## src/rtl/sma_pkg.sv

```systemverilog
// Package for the stack machine ALU: opcode and status codes.
// No dependencies.
package sma_pkg;

  typedef enum logic [4:0] {
    OP_PUSH = 5'd0,
    OP_ADD  = 5'd1,
    OP_SUB  = 5'd2,
    OP_MUL  = 5'd3,
    OP_DIV  = 5'd4,
    OP_MOD  = 5'd5,
    OP_LT   = 5'd6,
    OP_LE   = 5'd7,
    OP_GT   = 5'd8,
    OP_GE   = 5'd9,
    OP_EQ   = 5'd10,
    OP_DUP  = 5'd11,
    OP_DUP2 = 5'd12,
    OP_DROP = 5'd13,
    OP_SWAP = 5'd14,
    OP_ROT  = 5'd15,
    OP_EMIT = 5'd16
  } opcode_t;

  typedef enum logic [2:0] {
    ST_OK    = 3'd0,
    ST_UNDER = 3'd1,
    ST_MODZ  = 3'd2,
    ST_DIVZ  = 3'd3,
    ST_OVER  = 3'd4
  } status_t;

endpackage

```

## src/rtl/stack_machine_alu_top.sv

```systemverilog
// Stack machine ALU top level: sequencer, stack memory and shared divider.
// Depends on sma_pkg.
//
// Forth-style data stack executor. One transaction in gives one transaction
// out. The stack lives in a RAM with one registered read port and one write
// port, so operands are read one per cycle. Each transaction reads the top
// three words, executes, runs the bit-serial divider for divide and modulo
// by a nonzero divisor, writes back one to three words (none for drop, emit
// or an error), then reads the new top and presents the result. in_stall is
// high from acceptance until the result is taken. The store is not cleared;
// stack_count resets to zero.
module stack_machine_alu_top
  import sma_pkg::*;
#(
  parameter int unsigned STACK_DEPTH = 64
) (
  input  logic               clk,
  input  logic               rst_n,
  input  logic               in_valid,
  output logic               in_stall,
  input  logic [4:0]         in_opcode,
  input  logic signed [31:0] in_literal,
  output logic               out_valid,
  input  logic               out_stall,
  output logic [2:0]         out_status,
  output logic signed [31:0] out_top_value,
  output logic [6:0]         out_stack_count,
  output logic               out_emit_valid,
  output logic [7:0]         out_emit_char
);

  localparam int unsigned AW = (STACK_DEPTH > 1) ? $clog2(STACK_DEPTH) : 1;
  localparam int unsigned CW = $clog2(STACK_DEPTH + 1);

  typedef enum logic [10:0] {
    S_IDLE  = 11'b00000000001,
    S_RDA   = 11'b00000000010,
    S_RDB   = 11'b00000000100,
    S_RDC   = 11'b00000001000,
    S_EXEC  = 11'b00000010000,
    S_DIV   = 11'b00000100000,
    S_WR0   = 11'b00001000000,
    S_WR1   = 11'b00010000000,
    S_WR2   = 11'b00100000000,
    S_RDTOP = 11'b01000000000,
    S_OUT   = 11'b10000000000
  } state_t;

  state_t           state_r, state_nxt;
  logic [4:0]       op_r;
  logic [31:0]      lit_r, a_r, b_r, c_r, res_r;
  logic [CW-1:0]    cnt_r;
  logic [2:0]       status_r;
  logic             emv_r;
  logic [7:0]       emc_r;
  logic [31:0]      mem [STACK_DEPTH];
  logic [31:0]      rdata_r;
  logic [AW-1:0]    raddr;
  logic             we;
  logic [AW-1:0]    waddr;
  logic [31:0]      wdata;
  // divider
  logic [31:0]      dq_r, dr_r, dd_r;
  logic [5:0]       di_r;
  logic [32:0]      dtrial;

  logic [2:0] need;
  logic [1:0] grow;
  always_comb begin
    need = 3'd0;
    grow = 2'd0;
    unique case (op_r)
      OP_PUSH: grow = 2'd1;
      OP_ADD, OP_SUB, OP_MUL, OP_DIV, OP_MOD, OP_LT, OP_LE, OP_GT, OP_GE,
      OP_EQ, OP_SWAP: need = 3'd2;
      OP_DUP: begin need = 3'd1; grow = 2'd1; end
      OP_DUP2: begin need = 3'd2; grow = 2'd2; end
      OP_ROT: need = 3'd3;
      default: need = 3'd0;
    endcase
  end

  logic under, over;
  assign under = {{CW{1'b0}}, need} > {3'd0, cnt_r};
  assign over  = (CW+1)'(cnt_r) + (CW+1)'(grow) > (CW+1)'(STACK_DEPTH);

  function automatic logic slt(input logic [31:0] x, input logic [31:0] y);
    return $signed(x) < $signed(y);
  endfunction

  logic [31:0] abs_a, abs_b;
  assign abs_a = a_r[31] ? -a_r : a_r;
  assign abs_b = b_r[31] ? -b_r : b_r;
  assign dtrial = {dr_r, dd_r[31]} - {1'b0, dq_r};

  always_ff @(posedge clk) begin
    if (we) mem[waddr] <= wdata;
    rdata_r <= mem[raddr];
  end

  logic [AW-1:0] top_idx;
  assign top_idx = AW'(cnt_r - CW'(1));

  always_comb begin
    raddr = top_idx;
    we = 1'b0;
    waddr = top_idx;
    wdata = res_r;
    unique case (state_r)
      S_RDA: raddr = AW'(cnt_r - CW'(2));
      S_RDB: raddr = AW'(cnt_r - CW'(3));
      S_WR0: begin
        we = 1'b1;
        unique case (op_r)
          OP_DUP2: begin waddr = AW'(cnt_r - CW'(2)); wdata = b_r; end
          OP_SWAP: begin waddr = AW'(cnt_r - CW'(1)); wdata = b_r; end
          OP_ROT:  begin waddr = AW'(cnt_r - CW'(1)); wdata = c_r; end
          default: begin waddr = AW'(cnt_r - CW'(1)); wdata = res_r; end
        endcase
      end
      S_WR1: begin
        we = 1'b1;
        unique case (op_r)
          OP_DUP2: begin waddr = AW'(cnt_r - CW'(1)); wdata = a_r; end
          OP_SWAP: begin waddr = AW'(cnt_r - CW'(2)); wdata = a_r; end
          default: begin waddr = AW'(cnt_r - CW'(2)); wdata = a_r; end
        endcase
      end
      S_WR2: begin
        we = 1'b1;
        waddr = AW'(cnt_r - CW'(3));
        wdata = b_r;
      end
      default: ;
    endcase
  end

  always_comb begin
    state_nxt = state_r;
    unique case (state_r)
      S_IDLE:  if (in_valid) state_nxt = S_RDA;
      S_RDA:   state_nxt = S_RDB;
      S_RDB:   state_nxt = S_RDC;
      S_RDC:   state_nxt = S_EXEC;
      S_EXEC:  begin
        if (under || (over && grow != 2'd0)) state_nxt = S_RDTOP;
        else if ((op_r == OP_DIV || op_r == OP_MOD) && b_r != 32'd0)
          state_nxt = S_DIV;
        else if (op_r == OP_PUSH || op_r == OP_DUP || op_r == OP_DUP2 ||
                 op_r == OP_SWAP || op_r == OP_ROT ||
                 (op_r >= OP_ADD && op_r <= OP_EQ && b_r != 32'd0) ||
                 (op_r >= OP_ADD && op_r <= OP_EQ && op_r != OP_DIV &&
                  op_r != OP_MOD))
          state_nxt = S_WR0;
        else state_nxt = S_RDTOP;
      end
      S_DIV:   if (di_r == 6'd32) state_nxt = S_WR0;
      S_WR0:   state_nxt = (op_r == OP_DUP2 || op_r == OP_SWAP || op_r == OP_ROT)
                           ? S_WR1 : S_RDTOP;
      S_WR1:   state_nxt = (op_r == OP_ROT) ? S_WR2 : S_RDTOP;
      S_WR2:   state_nxt = S_RDTOP;
      S_RDTOP: state_nxt = S_OUT;
      S_OUT:   if (!out_stall) state_nxt = S_IDLE;
      default: state_nxt = S_IDLE;
    endcase
  end

  always_ff @(posedge clk) begin
    if (!rst_n) begin
      state_r <= S_IDLE;
      cnt_r <= '0;
    end else begin
      state_r <= state_nxt;
      unique case (state_r)
        S_IDLE: if (in_valid) begin
          op_r <= in_opcode;
          lit_r <= in_literal;
          status_r <= ST_OK;
          emv_r <= 1'b0;
          emc_r <= 8'd0;
        end
        S_RDA: a_r <= rdata_r;
        S_RDB: b_r <= rdata_r;
        S_RDC: c_r <= rdata_r;
        S_EXEC: begin
          if (under) status_r <= ST_UNDER;
          else if (over && grow != 2'd0) status_r <= ST_OVER;
          else begin
            priority case (1'b1)
              (op_r == OP_PUSH): begin res_r <= lit_r; cnt_r <= cnt_r + CW'(1); end
              (op_r == OP_DUP):  begin res_r <= a_r; cnt_r <= cnt_r + CW'(1); end
              (op_r == OP_DUP2): cnt_r <= cnt_r + CW'(2);
              (op_r == OP_DROP): if (cnt_r != '0) cnt_r <= cnt_r - CW'(1);
              (op_r == OP_EMIT): if (cnt_r != '0) begin
                cnt_r <= cnt_r - CW'(1);
                emv_r <= 1'b1;
                emc_r <= a_r[7:0];
              end
              (op_r >= OP_ADD && op_r <= OP_EQ): begin
                if ((op_r == OP_DIV || op_r == OP_MOD) && b_r == 32'd0)
                  cnt_r <= cnt_r - CW'(2);
                else cnt_r <= cnt_r - CW'(1);
                unique case (op_r)
                  OP_ADD: res_r <= a_r + b_r;
                  OP_SUB: res_r <= a_r - b_r;
                  OP_MUL: res_r <= a_r * b_r;
                  OP_LT:  res_r <= {31'd0, slt(a_r, b_r)};
                  OP_LE:  res_r <= {31'd0, !slt(b_r, a_r)};
                  OP_GT:  res_r <= {31'd0, slt(b_r, a_r)};
                  OP_GE:  res_r <= {31'd0, !slt(a_r, b_r)};
                  OP_EQ:  res_r <= {31'd0, a_r == b_r};
                  default: begin
                    if (b_r == 32'd0)
                      status_r <= (op_r == OP_MOD) ? ST_MODZ : ST_DIVZ;
                    dq_r <= abs_b;
                    dd_r <= abs_a;
                    dr_r <= 32'd0;
                    di_r <= 6'd0;
                  end
                endcase
              end
              default: ;
            endcase
          end
        end
        S_DIV: begin
          if (di_r == 6'd32) begin
            if (op_r == OP_DIV) res_r <= (a_r[31] ^ b_r[31]) ? -dd_r : dd_r;
            else res_r <= a_r[31] ? -dr_r : dr_r;
          end else begin
            di_r <= di_r + 6'd1;
            if (!dtrial[32]) begin
              dr_r <= dtrial[31:0];
              dd_r <= {dd_r[30:0], 1'b1};
            end else begin
              dr_r <= {dr_r[30:0], dd_r[31]};
              dd_r <= {dd_r[30:0], 1'b0};
            end
          end
        end
        S_RDTOP: ;
        default: ;
      endcase
    end
  end

  assign in_stall        = (state_r != S_IDLE);
  assign out_valid       = (state_r == S_OUT);
  assign out_status      = status_r;
  assign out_top_value   = (cnt_r == '0) ? 32'sd0 : $signed(rdata_r);
  assign out_stack_count = 7'(cnt_r);
  assign out_emit_valid  = emv_r;
  assign out_emit_char   = emc_r;

`ifndef ASSERT_OFF
  a_count_range: assert property (@(posedge clk) disable iff (!rst_n)
    (CW+1)'(cnt_r) <= (CW+1)'(STACK_DEPTH)) else $error("stack count out of range");
  a_emit_status: assert property (@(posedge clk) disable iff (!rst_n)
    out_valid && out_emit_valid |-> out_status == ST_OK) else $error("emit with error");
  a_div_bounded: assert property (@(posedge clk) disable iff (!rst_n)
    state_r == S_DIV |-> di_r <= 6'd32) else $error("divider overrun");
`endif

endmodule

```

## config.mk

```make
export PLATFORM = sky130hd
export DESIGN_NAME = stack_machine_alu_top
export DESIGN_NICKNAME = d
export VERILOG_FILES = /design/src/rtl/sma_pkg.sv /design/src/rtl/stack_machine_alu_top.sv
export SDC_FILE = /design/constraint.sdc
export NUM_CORES = 2
export LEC_CHECK = 0
export BUFFER_PORTS_ARGS = -buffer_cell sky130_fd_sc_hd__buf_2
export CAP_MARGIN = 20
export CORE_ASPECT_RATIO = 0.7
export CORE_UTILIZATION = 35
export DETAILED_ROUTE_END_ITERATION = 6
export PLACE_DENSITY_LB_ADDON = 0.1
export SYNTH_ARGS = -nofsm -noshare
export SYNTH_HDL_FRONTEND = slang
export SYNTH_SLANG_ARGS = --single-unit
```

## constraint.sdc

```tcl
create_clock -name clk -period 10.2 [get_ports clk]
set_input_delay 1.53 -clock clk [delete_from_list [all_inputs] [get_ports clk]]
set_output_delay 1.53 -clock clk [all_outputs]
set_load 0.01 [all_outputs]
```

Word-level counts from Yosys, hierarchy flattened
Memories as Yosys holds them, arrays and structs flattened. A register that Yosys moved wholly into a read port is not among the register bits.
Cells that the tools add are included.
Storage, ports and cells
  output and inout bits: 53
  word-level logic and storage cells: 264
  memories kept: 1
  bits of input ports: 41
  register bits after elaboration: 297
  RAM bits: 2048
Memory list
  mem: words 64, bits a word 32, read ports 1, clocked after memory_dff 1, write ports 1, RTL line stack_machine_alu_top.sv:56  | logic [31:0] mem [STACK_DEPTH];
Cells by class
  add/sub/neg operators: 14
  bitwise logic cells: 9
  mux-type cells: 113
  $lt $le $gt $ge: 6
  $mul: 1
  reductions and logical operators: 44
  eq/ne operators: 60
Operator list (count)
  $mux 32: 35
  $pmux 32 s2: 4
  $pmux 32 s8: 1
  $neg 32->32: 4
  $pmux 11 s11: 1
  $pmux 32 s3: 1
  $mux 6: 12
  $mux 8: 9
  $lt 32x32->1: 2
  $mux 7: 8
  $mux 11: 5
  $ne 4x4->1 const B: 12
  $eq 5x4->1 const B: 8
  $mux 3: 11
  $reduce_and 11->1: 3
  $sub 33x32->33: 1
  $add 32x32->32: 1
  $eq 32x32->1: 1
  $logic_not 32->1: 1
  $mul 32x32->32: 1
  $reduce_bool 32->1: 1
  $sub 32x32->32: 1
  $mux 31: 1
  $mux 10: 3
  other kinds (58): 120

Depth between registers and ports, before layout
  depth in word-level cells: 13
  gate-level depth with buffers: 29

Worst setup path before layout
No wires, ideal clock.
  path type: register -> register
  start point: reg b_r[2]
  end point: reg res_r[30] (data pin)
  slack: 2.610 ns
  cell stages (with the launch flop): 28
  arrival: 7.331 ns
  data required time: 9.941 ns
  path buffers: 2
  path through: edfxtp_1 clkbuf_1 clkinv_1 clkbuf_1 nor2_1 fa_1 inv_1 fa_1 fa_1 fa_1 inv_1 fa_1 inv_1 fa_1 inv_1 fa_1 fa_1 ha_1 and3_1 and2_1 a221o_1 a31oi_1 o21ai_0 a21oi_1 o21ai_0 a21oi_1 nor3_1 o31a_1
Between the ends
  word-level cells in the longest chain between the ends: 11
  elaborated cells on any way between the ends: 13
Ends and longest elaborated chain
  from (decl): RTL line stack_machine_alu_top.sv:51  | logic [31:0] lit_r, a_r, b_r, c_r, res_r;
  from (signal assigned): RTL line stack_machine_alu_top.sv:183  | S_RDB: b_r <= rdata_r;
  $mul 32x32->32 (tied with other cells): RTL line stack_machine_alu_top.sv:206  | OP_MUL: res_r <= a_r * b_r;
  $pmux 32 s8 *: RTL line stack_machine_alu_top.sv:203  | unique case (op_r)
  $mux 32 * (6 in a row): RTL line stack_machine_alu_top.sv:189  | priority case (1'b1)
  $mux 32 *: RTL line stack_machine_alu_top.sv:187  | else if (over && grow != 2'd0) status_r <= ST_OVER;
  $mux 32 *: RTL line stack_machine_alu_top.sv:186  | if (under) status_r <= ST_UNDER;
  $pmux 32 s2 *: RTL line stack_machine_alu_top.sv:174  | unique case (state_r)
  to (signal assigned): RTL line stack_machine_alu_top.sv:190  | (op_r == OP_PUSH): begin res_r <= lit_r; cnt_r <= cnt_r + CW'(1); end
  to (signal assigned): RTL line stack_machine_alu_top.sv:191  | (op_r == OP_DUP): begin res_r <= a_r; cnt_r <= cnt_r + CW'(1); end
  to (signal assigned): RTL line stack_machine_alu_top.sv:204  | OP_ADD: res_r <= a_r + b_r;
  to (decl): RTL line stack_machine_alu_top.sv:51
Every way passes the cells marked *; elsewhere a longest branch is shown, timed or not. The select of a mux whose other input is x is not followed.
A chain may end at the register's enable or synchronous reset.

Worst setup path in the final report
  start point: reg b_r[4]
  end point: reg res_r[31] (data pin)
Same word-level chain as after synthesis.

==> results.yml <==
outcome:
  status: "finished, violations left"
  violations: "slew limit"
timing:
  rsz0062_at_grt: "no"
  hold_ws_ns: 0.4808
  finalHoldViolations: 0
  maxSlewHeadroom_pct: -3.245
  slew_viol_final: 7
  fmax_ghz: 0.1119
  layout_min_cycle_time_ns: 8.935
  fin_setup_tns_ns: 0
  tightest_slew_ns: 1.549
  fin_crit_sh_pct: 87.59
  setup_viol: 0
  skew_ns: 0.07611
yosys:
  seq_area_frac_synth_pct: 59.78
  ys_types: 89
  syn_nets: 11120
  ys_async_sr_fraction_pct: 0
  synthesis.area_um2: 118600
  synth_edf_count: 2327
  avgSynthCellArea_um2: 11.40
  ys_warn_count: 0
  synthCells: 10400
  synth_seq_cells: 2377
  ys.flop_type: "edfxtp_1"
placed_design:
  gp_congestion: 0.9752
  dp_hpwl_um: 307500
  numPlacedInstances: 14660
  numPortBuffers: 93
global_route:
  grt_pass1_wl_um: 653700
  grt_usage_pct: 27.07
  grt_pass1_vias: 80120
  gr-total-overflow: 0
  antenna_found_initial: 69
  globalRouteMet3Util_pct: 8.521
  grt.busiest_layer: "met1"
  grt_max_degree: 145
  use_met1_pct: 42.98
  use_met2_pct: 35.30
clock_network:
  ctsHoldBuffers: 0
  cts_root_buf: "clkbuf_16"
  cts_tree: "done"
  clk_path_buf_depth: 4
  clock_sink_count: 2377
  cts_setup_buffers: 0
  cts.clk_slew.worst_paths_ns: 0.08
  postCtsResizedCells: 0
  cts_max_level: 4
  cts_buffers: 244
  insertion_delay_ns: 0.95
flow_run:
  cap_violations: 0
detailed_routing:
  drc: 0
  wl_um: 471700
  dr_total_vias: 85480
  vias_per_cell: 5.637
  drtPass1Iterations: 5
  antenna_left: 0
  post_drt_wl_per_cell_um: 31.11
  drt_iter0_drc: 11430
worst_setup_path:
  critPathMaxStageDelay_ns: 0.60
  cp-start-kind: "register"
  required_ns: 10.88
  cpMostUsedCell: "fa_1"
  arrival_ns: 9.61
  crit_family: "adder cells"
  worstSetupEndpointType: "register"
  worst-path-max-fanout: 14
  crit_slowest_cell: "xnor2_1"
  path_class: "register to register"
  cp_num_buf_inv: 8
floorplanning:
  die_w_um: 697.7
  start_util_pct: 35.23
  boundaryPins: 94
  rows: 178
  die_h_um: 489.0
  coreArea_um2: 336500
  dieArea_um2: 341100
layout:
  fill_cells: 32170
  area_growth_pct: 12.84
  fin_nets: 11140
  final_cell_mix: "2522 x nand2_1, 2327 x edfxtp_1, 597 x nand3_1"
  fin_cells: 15160
  drive_above_1_share_pct: 9.081
  layout_commonest_cell: "nand2_1"
pwr:
  comb_power_share_pct: 16.3
  switching_share_pct: 28.87
  power_frac_seq_pct: 45.6
  p_int_mw: 16.71
  pwr-share-clk_pct: 38.1
  power_density_nw_per_um2: 175.6
  p_leak_nw: 48.64
  vdd_ir_drop_max_mv: 0.2257
  power_mw: 23.49
  p_sw_mw: 6.781
worst_hold_path:
  hold_path.class: "register to register"
==> power by group through the flow <==
stage               Combinational, mW  Clock, mW  Sequential, mW
floorplan                        1.72          0            10.8
global placement                 3.56          0            10.9
detailed placement               3.56          0            10.9
CTS                              3.58       9.11            10.7
global route                     4.01       9.47            10.7
finish                           3.82       8.95            10.7
==> through the flow <==
stage | setup WS [ns] | utilization [%] | instance area (um2)
6_report | 1.265 | 39.76 | 133800
3_5_place_dp | 1.442 | 37.39 | 125800
4_1_cts | 1.446 | 39.68 | 133500
2_1_floorplan | 2.610 | - | 118600
5_1_grt | 1.101 | 39.73 | 133700
3_3_place_gp | 1.445 | 37.39 | 125800
==> kinds of logic (layout without fill, tap and decap cells) <==
| group | after synthesis | after routing | synth area share (%) |
|---|---|---|---|
| AO/OA/AOI/OAI | 1447 | 1447 | 8.188 |
| flip-flops | 2377 | 2377 | 59.78 |
| multiplexers | 33 | 33 | 0.2807 |
| other | 0 | 37 | 0 |
| adder cells (fa/ha/maj) | 678 | 678 | 9.763 |
| buffers and inverters | 1213 | 1441 | 3.965 |
| AND/OR/NAND/NOR | 4392 | 4392 | 16.12 |
| XOR/XNOR | 258 | 258 | 1.906 |
==> sequential cells by signal, indices dropped and copies added (netlist names) <==
name and flops:
lit_r 32, out_stack_count 7, mem 2048, rdata_r 32, op_r 5, di_r 6
dd_r 32, state_r 11, c_r 32, out_status 3, dr_r 32, out_emit_char 8
out_emit_valid 1, dq_r 32, b_r 32, res_r 32, a_r 32
==> worst reg2reg max path, delay by kind of cell (launching register included) <==
family,cells,cell delay (ns)
AOI/OAI and AO/OA,7,2.16
xor gates and xnor gates,1,0.60
adders and majority gates,9,3.59
buffers and inverters,8,1.39
DFF,1,0.37
and+or+nand+nor,2,0.58
==> synth_stat cells, types with 29 or more instances <==
| cell type | instances | area share [%] |
|---|---|---|
| a211oi_1 | 36 | 0.23 |
| a21o_1 | 46 | 0.29 |
| a21oi_1 | 309 | 1.3 |
| a22oi_1 | 102 | 0.65 |
| a311oi_1 | 134 | 0.99 |
| a31oi_1 | 234 | 1.2 |
| a32oi_1 | 65 | 0.48 |
| and2_1 | 55 | 0.29 |
| and3_1 | 282 | 1.5 |
| and4_1 | 39 | 0.29 |
| buf_1 | 37 | 0.12 |
| buf_2 | 87 | 0.37 |
| clkbuf_1 | 528 | 1.7 |
| dfxtp_1 | 50 | 0.84 |
| edfxtp_1 | 2327 | 59 |
| fa_1 | 412 | 7.0 |
| ha_1 | 266 | 2.8 |
| inv_1 | 537 | 1.7 |
| mux2i_1 | 31 | 0.26 |
| nand2_1 | 2526 | 8.0 |
| nand3_1 | 630 | 2.7 |
| nand4_1 | 50 | 0.26 |
| nand4b_1 | 35 | 0.26 |
| nor2_1 | 582 | 1.8 |
| nor3_1 | 52 | 0.22 |
| o211ai_1 | 37 | 0.23 |
| o21a_1 | 29 | 0.18 |
| o21ai_0 | 221 | 0.93 |
| o31ai_1 | 39 | 0.25 |
| xnor2_1 | 203 | 1.5 |
| xor2_1 | 55 | 0.41 |
==> per-layer routing <==
layer / vias up / part of all wire (%)
met5: - / 0.038
met3: 520 / 11
met1: 43940 / 48
met2: 3981 / 38
met4: 28 / 2.1
li1: 37020 / -
==> cell type report <==
type                       instances  area, um2  area share [%]
timing repair buffer             439       3382           2.528
multi-input combinational       6808      44010           32.89
inverter                         553       2076           1.552
antenna                           37      92.59         0.06921
clock inverter                   157       1353           1.011
clock buffer                     292       6369           4.760
sequential                      2377      70880           52.98
tap                             4500       5630           4.208
==> worst paths after layout <==
path                from        end  slack, ns  cells past startpoint
max               b_r[4]  res_r[31]       1.27                     27
min          rdata_r[27]    b_r[27]       0.48                      0
max reg2reg       b_r[4]  res_r[31]       1.27                     27
min reg2reg  rdata_r[27]    b_r[27]       0.48                      0
Power figures use the tool's default switching activity.
